`config.mk`:
```
export PLATFORM = sky130hd
export DESIGN_NAME = efc_front
export DESIGN_NICKNAME = d
export VERILOG_FILES = /design/src/hw/rtl/expiring_failure_cache_macros.svh /design/src/hw/rtl/efc_pkg.sv /design/src/hw/rtl/efc_front.sv
export SDC_FILE = /design/constraint.sdc
export NUM_CORES = 1
export LEC_CHECK = 0
export ABC_CLOCK_PERIOD_IN_PS = 11550
export BUFFER_PORTS_ARGS = -buffer_cell sky130_fd_sc_hd__buf_4
export CORE_ASPECT_RATIO = 0.5
export CORE_UTILIZATION = 47
export DETAILED_ROUTE_END_ITERATION = 7
export PLACE_DENSITY_LB_ADDON = 0.15
export SYNTH_ARGS = -nofsm -noshare
export SYNTH_HDL_FRONTEND = slang
export SYNTH_SLANG_ARGS = --single-unit
```
`constraint.sdc`:
```
create_clock -name i_clk -period 11.55 [get_ports i_clk]
set_clock_uncertainty 0.15 [all_clocks]
set_input_delay 1.155 -clock i_clk [delete_from_list [all_inputs] [get_ports i_clk]]
set_output_delay 1.155 -clock i_clk [all_outputs]
set_load 0.02 [all_outputs]
```
`src/hw/rtl/expiring_failure_cache_macros.svh`:
```
// assertion macros for the failure cache
`ifndef EXPIRING_FAILURE_CACHE_MACROS_SVH
`define EXPIRING_FAILURE_CACHE_MACROS_SVH

// implication checked on every clock edge outside reset
`define EFC_ASSERT_IMP(label, clk, rst_n, pre, post) \
    label: assert property (@(posedge clk) disable iff (!rst_n) (pre) |-> (post)) \
        else $error("assertion failed");

// implication checked in the cycle after the antecedent
`define EFC_ASSERT_NEXT(label, clk, rst_n, pre, post) \
    label: assert property (@(posedge clk) disable iff (!rst_n) (pre) |=> (post)) \
        else $error("assertion failed");

`endif

```
`src/hw/rtl/efc_pkg.sv`:
```
// ----------------------------------------------------------------------------
// efc_pkg
// shared types and constants of the failure cache
// ----------------------------------------------------------------------------
package efc_pkg;

    localparam int ENTRIES = 256;
    localparam int IDX_W   = (ENTRIES > 1) ? $clog2(ENTRIES) : 1;
    localparam int ENTRY_W = 32 + 1 + 64 + 32;

    localparam logic [31:0] RETRY_DEFAULT = 32'd3000;

    localparam logic [1:0] OP_QUERY  = 2'd0;
    localparam logic [1:0] OP_RECORD = 2'd1;
    localparam logic [1:0] OP_CLEAR  = 2'd2;
    localparam logic [1:0] OP_CLRALL = 2'd3;

    typedef struct packed {
        logic [1:0]  op;
        logic [31:0] key;
        logic [63:0] version_stamp;
        logic        has_version;
        logic [31:0] now_tick;
        logic        item_present;
    } t_req;

    typedef struct packed {
        logic [31:0] key;
        logic        has_version;
        logic [63:0] version;
        logic [31:0] deadline;
    } t_entry;

    function automatic logic is_expired(input logic [31:0] dl, input logic [31:0] now);
        logic [31:0] d;
        d = dl - now;
        return (d == 32'd0) || d[31];
    endfunction

    function automatic logic is_earlier(input logic [31:0] a, input logic [31:0] b);
        logic [31:0] d;
        d = b - a;
        return (d != 32'd0) && !d[31];
    endfunction

endpackage

```
`src/hw/rtl/efc_front.sv`:
```
// ----------------------------------------------------------------------------
// efc_front
// input side: two-deep request queue between the port and the scan engine
// ----------------------------------------------------------------------------
module efc_front (
    input  logic           i_clk,
    input  logic           i_rst_n,
    input  logic           i_valid,
    output logic           o_ready,
    input  efc_pkg::t_req  i_req,
    output logic           o_valid,
    input  logic           i_ready,
    output efc_pkg::t_req  o_req
);
    efc_pkg::t_req r_q [2];
    logic [1:0]    r_cnt;
    logic [1:0]    n_cnt;
    logic          push, pop;

    assign o_ready = (r_cnt != 2'd2);
    assign o_valid = (r_cnt != 2'd0);
    assign o_req   = r_q[0];
    assign push    = i_valid && o_ready;
    assign pop     = o_valid && i_ready;

    always_comb begin
        n_cnt = r_cnt + {1'b0, push} - {1'b0, pop};
    end

    always_ff @(posedge i_clk) begin
        if (!i_rst_n) begin
            r_cnt <= 2'd0;
        end else begin
            r_cnt <= n_cnt;
        end
        if (pop) begin
            r_q[0] <= r_q[1];
        end
        if (push) begin
            if (pop) begin
                // one item held, so the new one lands at the head
                r_q[0] <= i_req;
            end else begin
                r_q[r_cnt[0]] <= i_req;
            end
        end
    end
endmodule

```
==> impl_results.md, run 1 <==
* N_diodes at 0
* Number of remaining DRC errors at 0
* Setup violators final at 0
* Post-CTS Repair Setup Buffers at 0
* Die Wd at 209 µm
* Seq cells post-synth at 266
* H-tree Lvls at 1
* Area of the die at 22000 µm²
* Fillers at 1519
* DRT iter0 DRCs at 225
* Power Internal at 2350 µW
* Least-Margin Pin Slew at 1.08 ns
* Post-CTS Hold Buffers at 0
* Nets at 857
* Rel. slew slack at 27.8%
* Io pins at 270
* Gpl congestion at 0.733
* Sequential share of power at 45.3%
* Row count at 37
* WP data arrival at 4.02 ns
* CTS Buf Count at 24
* Max Cap Viol at 0
* First-pass GRT wire length at 30300 µm
* Share of cells above drive strength 1 at 60.3%
* Setup TNS Final at 0 ns
* Clock network power share at 22.2%
* RSZ-0062 raised after global routing: false
* Status: finished, final reports clean
* Non-filler instance count after layout at 1006
* Vias per Instance at 4.96
* CTS Sinks at 266
* Grt total ovfl at 0
* Initial antenna violation count at 0
* Crit path kind: in -> reg
* DP Area at 12300 µm²
* I/O Buffers at 269
* Placed instance count at 964
* Setup ws final at 7.51 ns
* Resize count post-CTS at 0
* Worst-Skew Late Latency at 0.50 ns
* Post-Route WL at 20100 µm
* Gate power share at 32.5%
* Synthesized netlist net count at 570
* Largest net degree at the start of global routing at 76
* Largest area contributor in the netlist: edfxtp_1
* Starting Density at 48.5%
* DRT Pass-1 Iters at 4
* Die extent in y at 105 µm
* Post-synth top area share at 78.8%
* Synth cell types at 18
* Hold Vio Cnt, Final at 0
* Via count at 4989
* Synth warnings at 0
* Final ANT Viol Nets at 0
* Top post-synthesis cells by area: edfxtp_1, mux2_4, mux2_2, buf_8, ha_1
* Max Fanout on Critical Path at 62
* Worst VDD drop at 189 µV
* Final Slew Violations at 0
* Post-Syn Area at 10100 µm²
* Worst Setup Start Kind: primary input
* Cells after Synth at 430
* Leak Pwr at 0.00515 µW
* Max Fclk at 0.248 GHz
* Clk Tree Root Cell: clkbuf_16
* CTS Buffer Depth at 3
* Number of global-route vias before repair at 5180
* Psw at 1030 µW
* Worst Hold Class: reg -> reg
* CTS tree: yes
* Finished Cell Area at 13000 µm²
* Tot GR Track Use at 18.1%
* CP Capture Type: flip-flop
* Core Util, Final at 62.9%
* Area growth syn-to-layout at 29.7%
* Minimum clock period at 4.04 ns
* Clk slew on worst S/H paths at 0.06 ns
* Post-DR wirelength/cell at 20.0 µm
* PD cells at 260 nW/µm²
* Seq/Total Area, Yosys at 79.2%
* Core Area at 20700 µm²
* Period utilization at 35.0%
* Hpwl dp at 13000 µm
* Pre-CTS WS at 7.00 ns
* Mean Syn Cell Area at 23.4 µm²
* CP required at 11.53 ns
* Sw frac at 30.5%
-- layer usage --
| layer | up-vias | global-route usage (%) | wire [µm] |
|---|---|---|---|
| met5 | - | 0 | 0 |
| met4 | 0 | 3.89 | 310 |
| met3 | 27 | 5.33 | 1260 |
| met2 | 125 | 29.4 | 9950 |
| met1 | 2560 | 24.4 | 8620 |
| li1 | 2277 | - | - |
-- final cells by class --
type                            instances  area (µm²)  area share (%)
Clock buffer                           30         644            4.94
Clock inverter                         12        80.1           0.614
Inverter                                3        11.3          0.0863
Multi-Input combinational cell        147        1940            14.8
Sequential cell                       266        7970            61.1
Tap cell                              273         342            2.62
Timing Repair Buffer                  275        2060            15.8
-- power groups by stage --
stage	registers, µW	clock network, µW	logic [µW]
floorplan	1820	0	496
global placement	1550	0	1100
detailed placement	1550	0	1120
CTS	1540	768	1120
global route	1560	805	1170
finish	1530	751	1100
-- worst paths after layout --
path              slack, ns  depth (start not counted)                    to            startpoint
hold reg to reg        0.41                          1  r_q[0][91]$_DFFE_PP_  r_q[1][91]$_DFFE_PP_
hold / removal         0.41                          1  r_q[0][91]$_DFFE_PP_  r_q[1][91]$_DFFE_PP_
setup / recovery       7.51                          6  r_q[0][59]$_DFFE_PP_               i_ready
setup reg to reg       7.78                          6  r_q[0][59]$_DFFE_PP_   r_cnt[0]$_SDFF_PN0_
-- cells in the final DEF (no fill, tap or decap) --
cell type | Yosys | final
nand2_1 | 1 | 1
nor2b_1 | 1 | 1
clkinv_2 | 0 | 4
bufinv_16 | 0 | 1
nor2_4 | 1 | 1
nand2b_1 | 1 | 1
clkbuf_16 | 0 | 25
xnor3_1 | 1 | 1
and2_1 | 3 | 2
and2_4 | 0 | 1
clkbuf_1 | 0 | 5
or2_2 | 1 | 1
mux2_2 | 52 | 52
ha_1 | 4 | 4
a21oi_4 | 0 | 1
inv_1 | 3 | 3
o21ai_0 | 1 | 1
buf_4 | 0 | 275
edfxtp_1 | 264 | 264
clkinv_1 | 0 | 6
mux2_4 | 80 | 80
dfxtp_1 | 2 | 2
clkinvlp_4 | 0 | 1
-- synthesized netlist by cell type, drive strengths merged --
master,count
nand2b,1
ha,4
o21ai,1
mux2,132
dfxtp,2
and2,3
buf,14
or2,1
nand2,1
xnor3,1
edfxtp,264
nor2,1
nor2b,1
inv,3
a21oi,1
-- per-stage QoR --
stage	hold slack [ns]	power, µW
4_1_cts	0.410	3420
6_report	0.411	3390
3_5_place_dp	0.398	2670
3_3_place_gp	0.394	2650
5_1_grt	0.426	3530
2_1_floorplan	0.385	2310
-- cell families (layout without fill, tap and decap cells) --
kind of cell / after synthesis / after routing / synth area share (%)
buf+inv: 17 / 320 / 1.67
mux: 132 / 132 / 17.8
fa+ha+maj: 4 / 4 / 0.498
xor+xnor: 1 / 1 / 0.224
simple gates: 8 / 8 / 0.523
flops: 266 / 266 / 79.2
compound gates: 2 / 2 / 0.0994
-- critical path, cell delays in order --
cell	delay (ns)
buf_4	0.08
o21ai_0	0.20
ha_1	0.31
and2_4	0.43
a21oi_4	0.93
buf_4	0.81
-- sequential cells by signal (all words and copies together), names as in the netlist --
signal and cells:
r_cnt 2, r_q 264
Note: power is estimated with default switching activity, not from simulation.
==> run 2: changes to the inputs <==
ABC_CLOCK_PERIOD_IN_PS = 3600   (was 11550)
clock period = 3.6 ns   (was 11.55 ns; I/O delays follow)
==> run 2 against run 1 <==
Flip-flop and latch count unchanged. Count of clock-buffer cells in the layout is 2 higher. Non-clock buffer count up 76. Die area unchanged. Critical path type is now reg -> reg.
==> impl_results.md, run 2 (synthesis results as in run 1) <==
* Status: finished, final reports clean (unchanged)
* Area growth syn-to-layout at 37.7% (was 29.7%)
* Post-Route WL at 20600 µm (was 20100 µm)
* R2R Path Start: r_cnt[1]$_SDFF_PN0_ (was r_cnt[0]$_SDFF_PN0_)
* Core Util, Final at 66.8% (was 62.9%)
* Final ANT Viol Nets at 0 (unchanged)
* Share of cells above drive strength 1 at 55.6% (was 60.3%)
* Worst VDD drop at 420 µV (was 189 µV)
* Minimum clock period at 2.64 ns
* Initial antenna violation count at 0 (unchanged)
* CTS Buf Count at 23 (was 24)
* Worst Hold Class: in -> reg (was reg -> reg)
* Hpwl dp at 13000 µm (about the same)
* Power Internal at 7630 µW (was 2350 µW)
* CTS Buffer Depth at 3 (unchanged)
* Worst path cell trace: o21ai_1, inv_1, ha_1, nor2_4, buf_12, mux2_2 (was buf_4, o21ai_0, ha_1, and2_4, a21oi_4, buf_4)
* CP required at 3.71 ns (was 11.53 ns)
* CTS tree: yes (unchanged)
* Worst R2R Path Depth at 6 (unchanged)
* Starting Density at 48.5% (unchanged)
* Worst setup startpoint: r_cnt[1]$_SDFF_PN0_ (was i_ready)
* Row count at 37 (unchanged)
* Clk Tree Root Cell: clkbuf_16 (unchanged)
* Sequential share of power at 44.7% (was 45.3%)
* Max Fanout on Critical Path at 54 (was 62)
* Period utilization at 73.2%
* Reg with most FFs: r_q (unchanged)
* Max FFs per register at 264 (unchanged)
* RSZ-0062 raised after global routing: false (unchanged)
* Setup crit end: r_q[1][131]$_DFFE_PP_ (was r_q[0][59]$_DFFE_PP_)
* Crit path kind: reg -> reg (was in -> reg)
* CTS Sinks at 266 (unchanged)
* Most frequent cells in the layout: buf_4, edfxtp_1, mux2_4 (unchanged)
* PD cells at 793 nW/µm² (was 260 nW/µm²)
* Post-DR wirelength/cell at 19.0 µm (was 20.0 µm)
* Worst Setup Start Kind: flip-flop (was primary input)
* Nets at 932 (was 857)
* Psw at 3350 µW (was 1030 µW)
* Gate power share at 33.7% (was 32.5%)
* Pre-CTS WS at 0.923 ns (was 7.00 ns)
* Least-Margin Pin Slew at 0.499 ns (was 1.08 ns)
* DP Area at 12400 µm² (was 12300 µm²)
* Reg2reg end: r_q[1][131]$_DFFE_PP_ (was r_q[0][59]$_DFFE_PP_)
* WP data arrival at 2.74 ns (was 4.02 ns)
* Rel. slew slack at 66.8% (was 27.8%)
* Hold Vio Cnt, Final at 0 (unchanged)
* Clk slew on worst S/H paths at 0.07 ns (was 0.06 ns)
* Slowest stage cell on the critical path: o21ai_1 (was a21oi_4)
* R2R Setup Slk at 0.96 ns (was 7.78 ns)
* First-pass GRT wire length at 31100 µm (was 30300 µm)
* DRT Pass-1 Iters at 4 (unchanged)
* Resize count post-CTS at 0 (unchanged)
* Number of remaining DRC errors at 0 (unchanged)
* Io pins at 270 (unchanged)
* H-tree Lvls at 1 (unchanged)
* Max Fclk at 0.379 GHz
* Final Slew Violations at 0 (unchanged)
* Crit path largest cell delay at 0.40 ns (was 0.93 ns)
* Die extent in y at 105 µm (unchanged)
* Die Wd at 209 µm (unchanged)
* Clock network power share at 21.5% (was 22.2%)
* Setup ws final at 0.963 ns (was 7.51 ns)
* Setup violators final at 0 (unchanged)
* CP Capture Type: flip-flop (unchanged)
* Grt total ovfl at 0 (unchanged)
* Fillers at 1460 (was 1519)
* Worst-Skew Late Latency at 0.51 ns (was 0.50 ns)
* Number of global-route vias before repair at 5550 (was 5180)
* Max Cap Viol at 0 (unchanged)
* I/O Buffers at 269 (unchanged)
* Area of the die at 22000 µm² (unchanged)
* Largest net degree at the start of global routing at 82 (was 76)
* Core Area at 20700 µm² (unchanged)
* Fin Hold WS at 0.0224 ns (was 0.411 ns)
* Tot GR Track Use at 18.4% (was 18.1%)
* Setup TNS Final at 0 ns (unchanged)
* DRT iter0 DRCs at 261 (was 225)
* Gpl congestion at 0.753 (was 0.733)
* Leak Pwr at 0.00548 µW (was 0.00515 µW)
* Top Registers: r_q (264), r_cnt (2) (unchanged)
* Via count at 5165 (was 4989)
* Sw frac at 30.5% (about the same)
* Finished Cell Area at 13900 µm² (was 13000 µm²)
* Vias per Instance at 4.78 (was 4.96)
* N_diodes at 0 (unchanged)
* Most common cell after layout, fill and taps aside: buf_4 (unchanged)
run 2: final cells by class:
type | count | area (µm²) | area share (%)
clock inverter | 9 | 65.1 | 0.470
sequential | 266 | 7970 | 57.5
tap | 273 | 342 | 2.47
inverter | 3 | 11.3 | 0.0813
timing repair buffer | 351 | 2880 | 20.8
multi-input combinational | 147 | 1960 | 14.1
clock buffer | 32 | 629 | 4.54
run 2: timing repair:
| item | 4_1_cts | 5_1_grt |
|---|---|---|
| setup buffers | 0 | 0 |
| endpoints found under the hold margin | 129 | 7 |
| endpoints found under the setup margin | 0 | 0 |
| hold buffers | 67 | 5 |
run 2: routing by layer:
metal	routed length, µm	up-vias	global-route usage, %
met4	200	0	3.15
met2	10100	113	30.1
li1	-	2425	-
met5	0	-	0
met1	9130	2611	24.8
met3	1110	16	5.54
run 2: power by group through the flow:
stage,combinational [µW],sequential [µW],clock (µW)
after floorplan,1620,5690,0
after global placement,3620,4960,0
after detailed placement,3690,4970,0
after CTS,3760,4920,2420
after global routing,3920,4990,2530
final,3700,4910,2370
run 2: worst min path at each step:
stage | depth (start not counted) | slack (ns) | startpoint | end
after detailed placement | 1 | 0.40 | r_q[1][57]$_DFFE_PP_ | r_q[0][57]$_DFFE_PP_
after CTS | 2 | 0.00001 | i_req[95] | r_q[1][95]$_DFFE_PP_
final | 2 | 0.02 | i_req[95] | r_q[0][95]$_DFFE_PP_
after floorplan | 1 | 0.34 | i_rst_n | r_cnt[0]$_SDFF_PN0_
after global routing | 2 | 0.0007 | i_req[26] | r_q[0][26]$_DFFE_PP_
after global placement | 1 | 0.40 | r_q[1][95]$_DFFE_PP_ | r_q[0][95]$_DFFE_PP_
run 2: stage by stage:
step                power, µW  cells
floorplan                7310    430
global placement         8580    968
detailed placement       8660    968
CTS                     11100   1076
global route            11400   1081
finish                  11000   1081
run 2: critical path: cells and delay by family (launching register included):
kind                     cells  cell delay (ns)
adder cells (fa/ha/maj)      1             0.24
buffers and inverters        2             0.53
AO/OA/AOI/OAI                1             0.40
flip-flops                   1             0.35
AND/OR/NAND/NOR              1             0.29
multiplexers                 1             0.39
==> run 3: changes to the inputs <==
ABC_AREA = 1   (was unset)
ABC_CLOCK_PERIOD_IN_PS = 2200   (was 3600)
clock period = 2.2 ns   (was 3.6 ns; I/O delays follow)
==> run 3 against run 2 <==
Synthesized cell count grew 70%. Combinational power grew 110%. Non-clock buffer count grew 68. Cell count grew 32%. Via count grew 37%. Utilization grew 3.3 points. Register-to-register slack lost 0.86 ns. First-iteration DRC count grew 87%. Clock power grew 71%. Synthesized area shrank 0.72%. Flip-flop and latch count is the same. Largest cell class unchanged.
==> impl_results.md, run 3 <==
* Status: finished, final reports clean (unchanged)
* Share of cells above drive strength 1 at 28.8% (was 55.6%)
* Setup violators final at 0 (unchanged)
* Grt total ovfl at 0 (unchanged)
* N_diodes at 0 (unchanged)
* Top post-synthesis cells by area: edfxtp_1, nand2_1, o21ai_0, clkbuf_1, buf_4 (was edfxtp_1, mux2_4, mux2_2, buf_8, ha_1)
* Synth cell count leaders: nand2_1, edfxtp_1, o21ai_0, clkbuf_1, buf_4 (was edfxtp_1, mux2_4, mux2_2, buf_8, buf_2)
* Largest area contributor in the netlist: edfxtp_1 (unchanged)
* Io pins at 270 (unchanged)
* Max Fclk at 0.477 GHz (was 0.379 GHz)
* Post-Syn Area at 9980 µm² (was 10100 µm²)
* CTS tree: yes (unchanged)
* Resize count post-CTS at 0 (unchanged)
* DRT Pass-1 Iters at 4 (unchanged)
* PD cells at 1430 nW/µm² (was 793 nW/µm²)
* CP Capture Type: flip-flop (unchanged)
* Synth warnings at 0 (unchanged)
* Starting Density at 48.2% (was 48.5%)
* Seq cells post-synth at 266 (unchanged)
* CTS Sinks at 266 (unchanged)
* Tot GR Track Use at 22.4% (was 18.4%)
* DRT iter0 DRCs at 488 (was 261)
* Worst Setup Start Kind: flip-flop (unchanged)
* Reg with most FFs: r_q (unchanged)
* Via count at 7098 (was 5165)
* Largest net degree at the start of global routing at 75 (was 82)
* Top FF cell, synth: edfxtp_1 (unchanged)
* Mean Syn Cell Area at 13.6 µm² (was 23.4 µm²)
* Core Util, Final at 70.1% (was 66.8%)
* Area of the die at 21900 µm² (was 22000 µm²)
* Most common cell after layout, fill and taps aside: buf_4 (unchanged)
* Final Slew Violations at 0 (unchanged)
* FFs w/ async S/R, synth at 0% (unchanged)
* Period utilization at 95.2% (was 73.2%)
* WP data arrival at 2.18 ns (was 2.74 ns)
* CTS Buf Count at 23 (unchanged)
* Gpl congestion at 0.755 (was 0.753)
* Max FFs per register at 264 (unchanged)
* Leak Pwr at 0.00598 µW (was 0.00548 µW)
* I/O Buffers at 269 (unchanged)
* Minimum clock period at 2.09 ns (was 2.64 ns)
* Clk slew on worst S/H paths at 0.07 ns (about the same)
* Setup TNS Final at 0 ns (unchanged)
* Top Registers: r_q (264), r_cnt (2) (unchanged)
* Seq/Total Area, Yosys at 79.8% (was 79.2%)
* RSZ-0062 raised after global routing: false (unchanged)
* Post-synth top area share at 79.4% (was 78.8%)
* Initial antenna violation count at 1 (was 0)
* Synth cell types at 15 (was 18)
* Die extent in y at 105 µm (about the same)
* Nets at 1274 (was 932)
* Cell with the most instances after synthesis: nand2_1 (was edfxtp_1)
* Rel. slew slack at 61.6% (was 66.8%)
* Non-filler instance count after layout at 1424 (was 1081)
* Fin Hold WS at 0.194 ns (was 0.0224 ns)
* Number of global-route vias before repair at 7384 (was 5550)
* Hpwl dp at 14300 µm (was 13000 µm)
* Max Cap Viol at 0 (unchanged)
* Post-CTS Repair Setup Buffers at 0 (unchanged)
* Most frequent cells in the layout: buf_4, nand2_1, edfxtp_1 (was buf_4, edfxtp_1, mux2_4)
* EDFF count, synth at 264 (unchanged)
* Worst-Skew Late Latency at 0.51 ns (about the same)
* Area growth syn-to-layout at 45.4% (was 37.7%)
* Least-Margin Pin Slew at 0.576 ns (was 0.499 ns)
* CP required at 2.28 ns (was 3.71 ns)
* Vias per Instance at 4.98 (was 4.78)
* Post-Route WL at 24800 µm (was 20600 µm)
* Power Total at 20700 µW (was 11000 µW)
* Max Fanout on Critical Path at 74 (was 54)
* Number of remaining DRC errors at 0 (unchanged)
* Cells after Synth at 733 (was 430)
* Worst VDD drop at 751 µV (was 420 µV)
* Row count at 37 (unchanged)
* Post-DR wirelength/cell at 17.4 µm (was 19.0 µm)
* Synthesized netlist net count at 873 (was 570)
* H-tree Lvls at 1 (unchanged)
* Crit path kind: reg -> reg (unchanged)
* First-pass GRT wire length at 38500 µm (was 31100 µm)
* Hold Vio Cnt, Final at 0 (unchanged)
* CTS Buffer Depth at 3 (unchanged)
* Die Wd at 208 µm (was 209 µm)
* Core Area at 20700 µm² (about the same)
* Worst Hold Class: in -> reg (unchanged)
* Final ANT Viol Nets at 0 (unchanged)
* Clk Tree Root Cell: clkbuf_16 (unchanged)
* Placed instance count at 1249 (was 968)
-- run 3: changes by cell type after synthesis, sizes merged, moves of 6 or more --
cell,delta
o21ai,+132
inv,+6
nand2,+273
clkbuf,+26
mux2,-132
-- run 3: timing repair --
| action | CTS | global route |
|---|---|---|
| hold endpoints to repair | 266 | 0 |
| endpoints found under the setup margin | 0 | 0 |
| hold buffers | 133 | 0 |
-- run 3: path summary, 6_finish.rpt --
path / startpoint / end / slack (ns) / cells past startpoint
hold reg to reg: r_q[1][98]$_DFFE_PP_ / r_q[1][98]$_DFFE_PP_ / 0.40 / 2
setup reg to reg: r_cnt[0]$_SDFF_PN0_ / r_q[1][72]$_DFFE_PP_ / 0.11 / 8
hold / removal: i_valid / r_cnt[1]$_SDFF_PN0_ / 0.19 / 6
setup / recovery: r_cnt[0]$_SDFF_PN0_ / r_q[1][72]$_DFFE_PP_ / 0.11 / 8
-- run 3: per-layer routing --
| metal | up-vias | wire (µm) | share of wire (%) | GRT usage (%) |
|---|---|---|---|---|
| li1 | 3394 | - | - | - |
| met1 | 3425 | 10300 | 42 | 29.1 |
| met5 | - | 12 | 0.048 | 0 |
| met4 | 2 | 697 | 2.8 | 6.72 |
| met2 | 223 | 12300 | 50 | 38.1 |
| met3 | 54 | 1460 | 5.9 | 4.63 |
-- run 3: critical path, cell delays in order (launching register included) --
cell and delay [ns]:
dfxtp_2 0.34, inv_4 0.08, nand2_4 0.06, nand2_4 0.09, inv_1 0.08, ha_4 0.27
buf_12 0.23, o21ai_0 0.30, nand2_1 0.14
-- run 3: where the power goes --
part           switching, µW  leakage, µW  internal, µW
Combinational           4920      0.00311          2740
Clock                   1780     0.000360          2280
Sequential               578      0.00250          8420
-- run 3: cell type report --
cell class | instances | area (µm²)
clock buffers | 34 | 647
clock inverters | 8 | 93.8
fillers | 1437 | 6180
inverters | 9 | 40.0
multi-input cells | 415 | 1830
flip-flops and latches | 266 | 7970
well taps | 273 | 342
repair buffers | 419 | 3590
-- run 3: cells by family after synthesis --
kind of cell | share of synthesized area, %
fa+ha+maj | 0.501
flops | 79.8
simple gates | 10.5
buf+inv | 2.48
compound gates | 6.72
-- run 3: per-stage QoR --
| stage | setup WS, ns | instance area, µm² |
|---|---|---|
| final | 0.106 | 14500 |
| after global routing | 0.0125 | 14500 |
| after CTS | 0.156 | 14500 |
| after detailed placement | 0.190 | 12400 |
| after global placement | 0.252 | 12400 |
| after floorplan | -1.54 | 10100 |
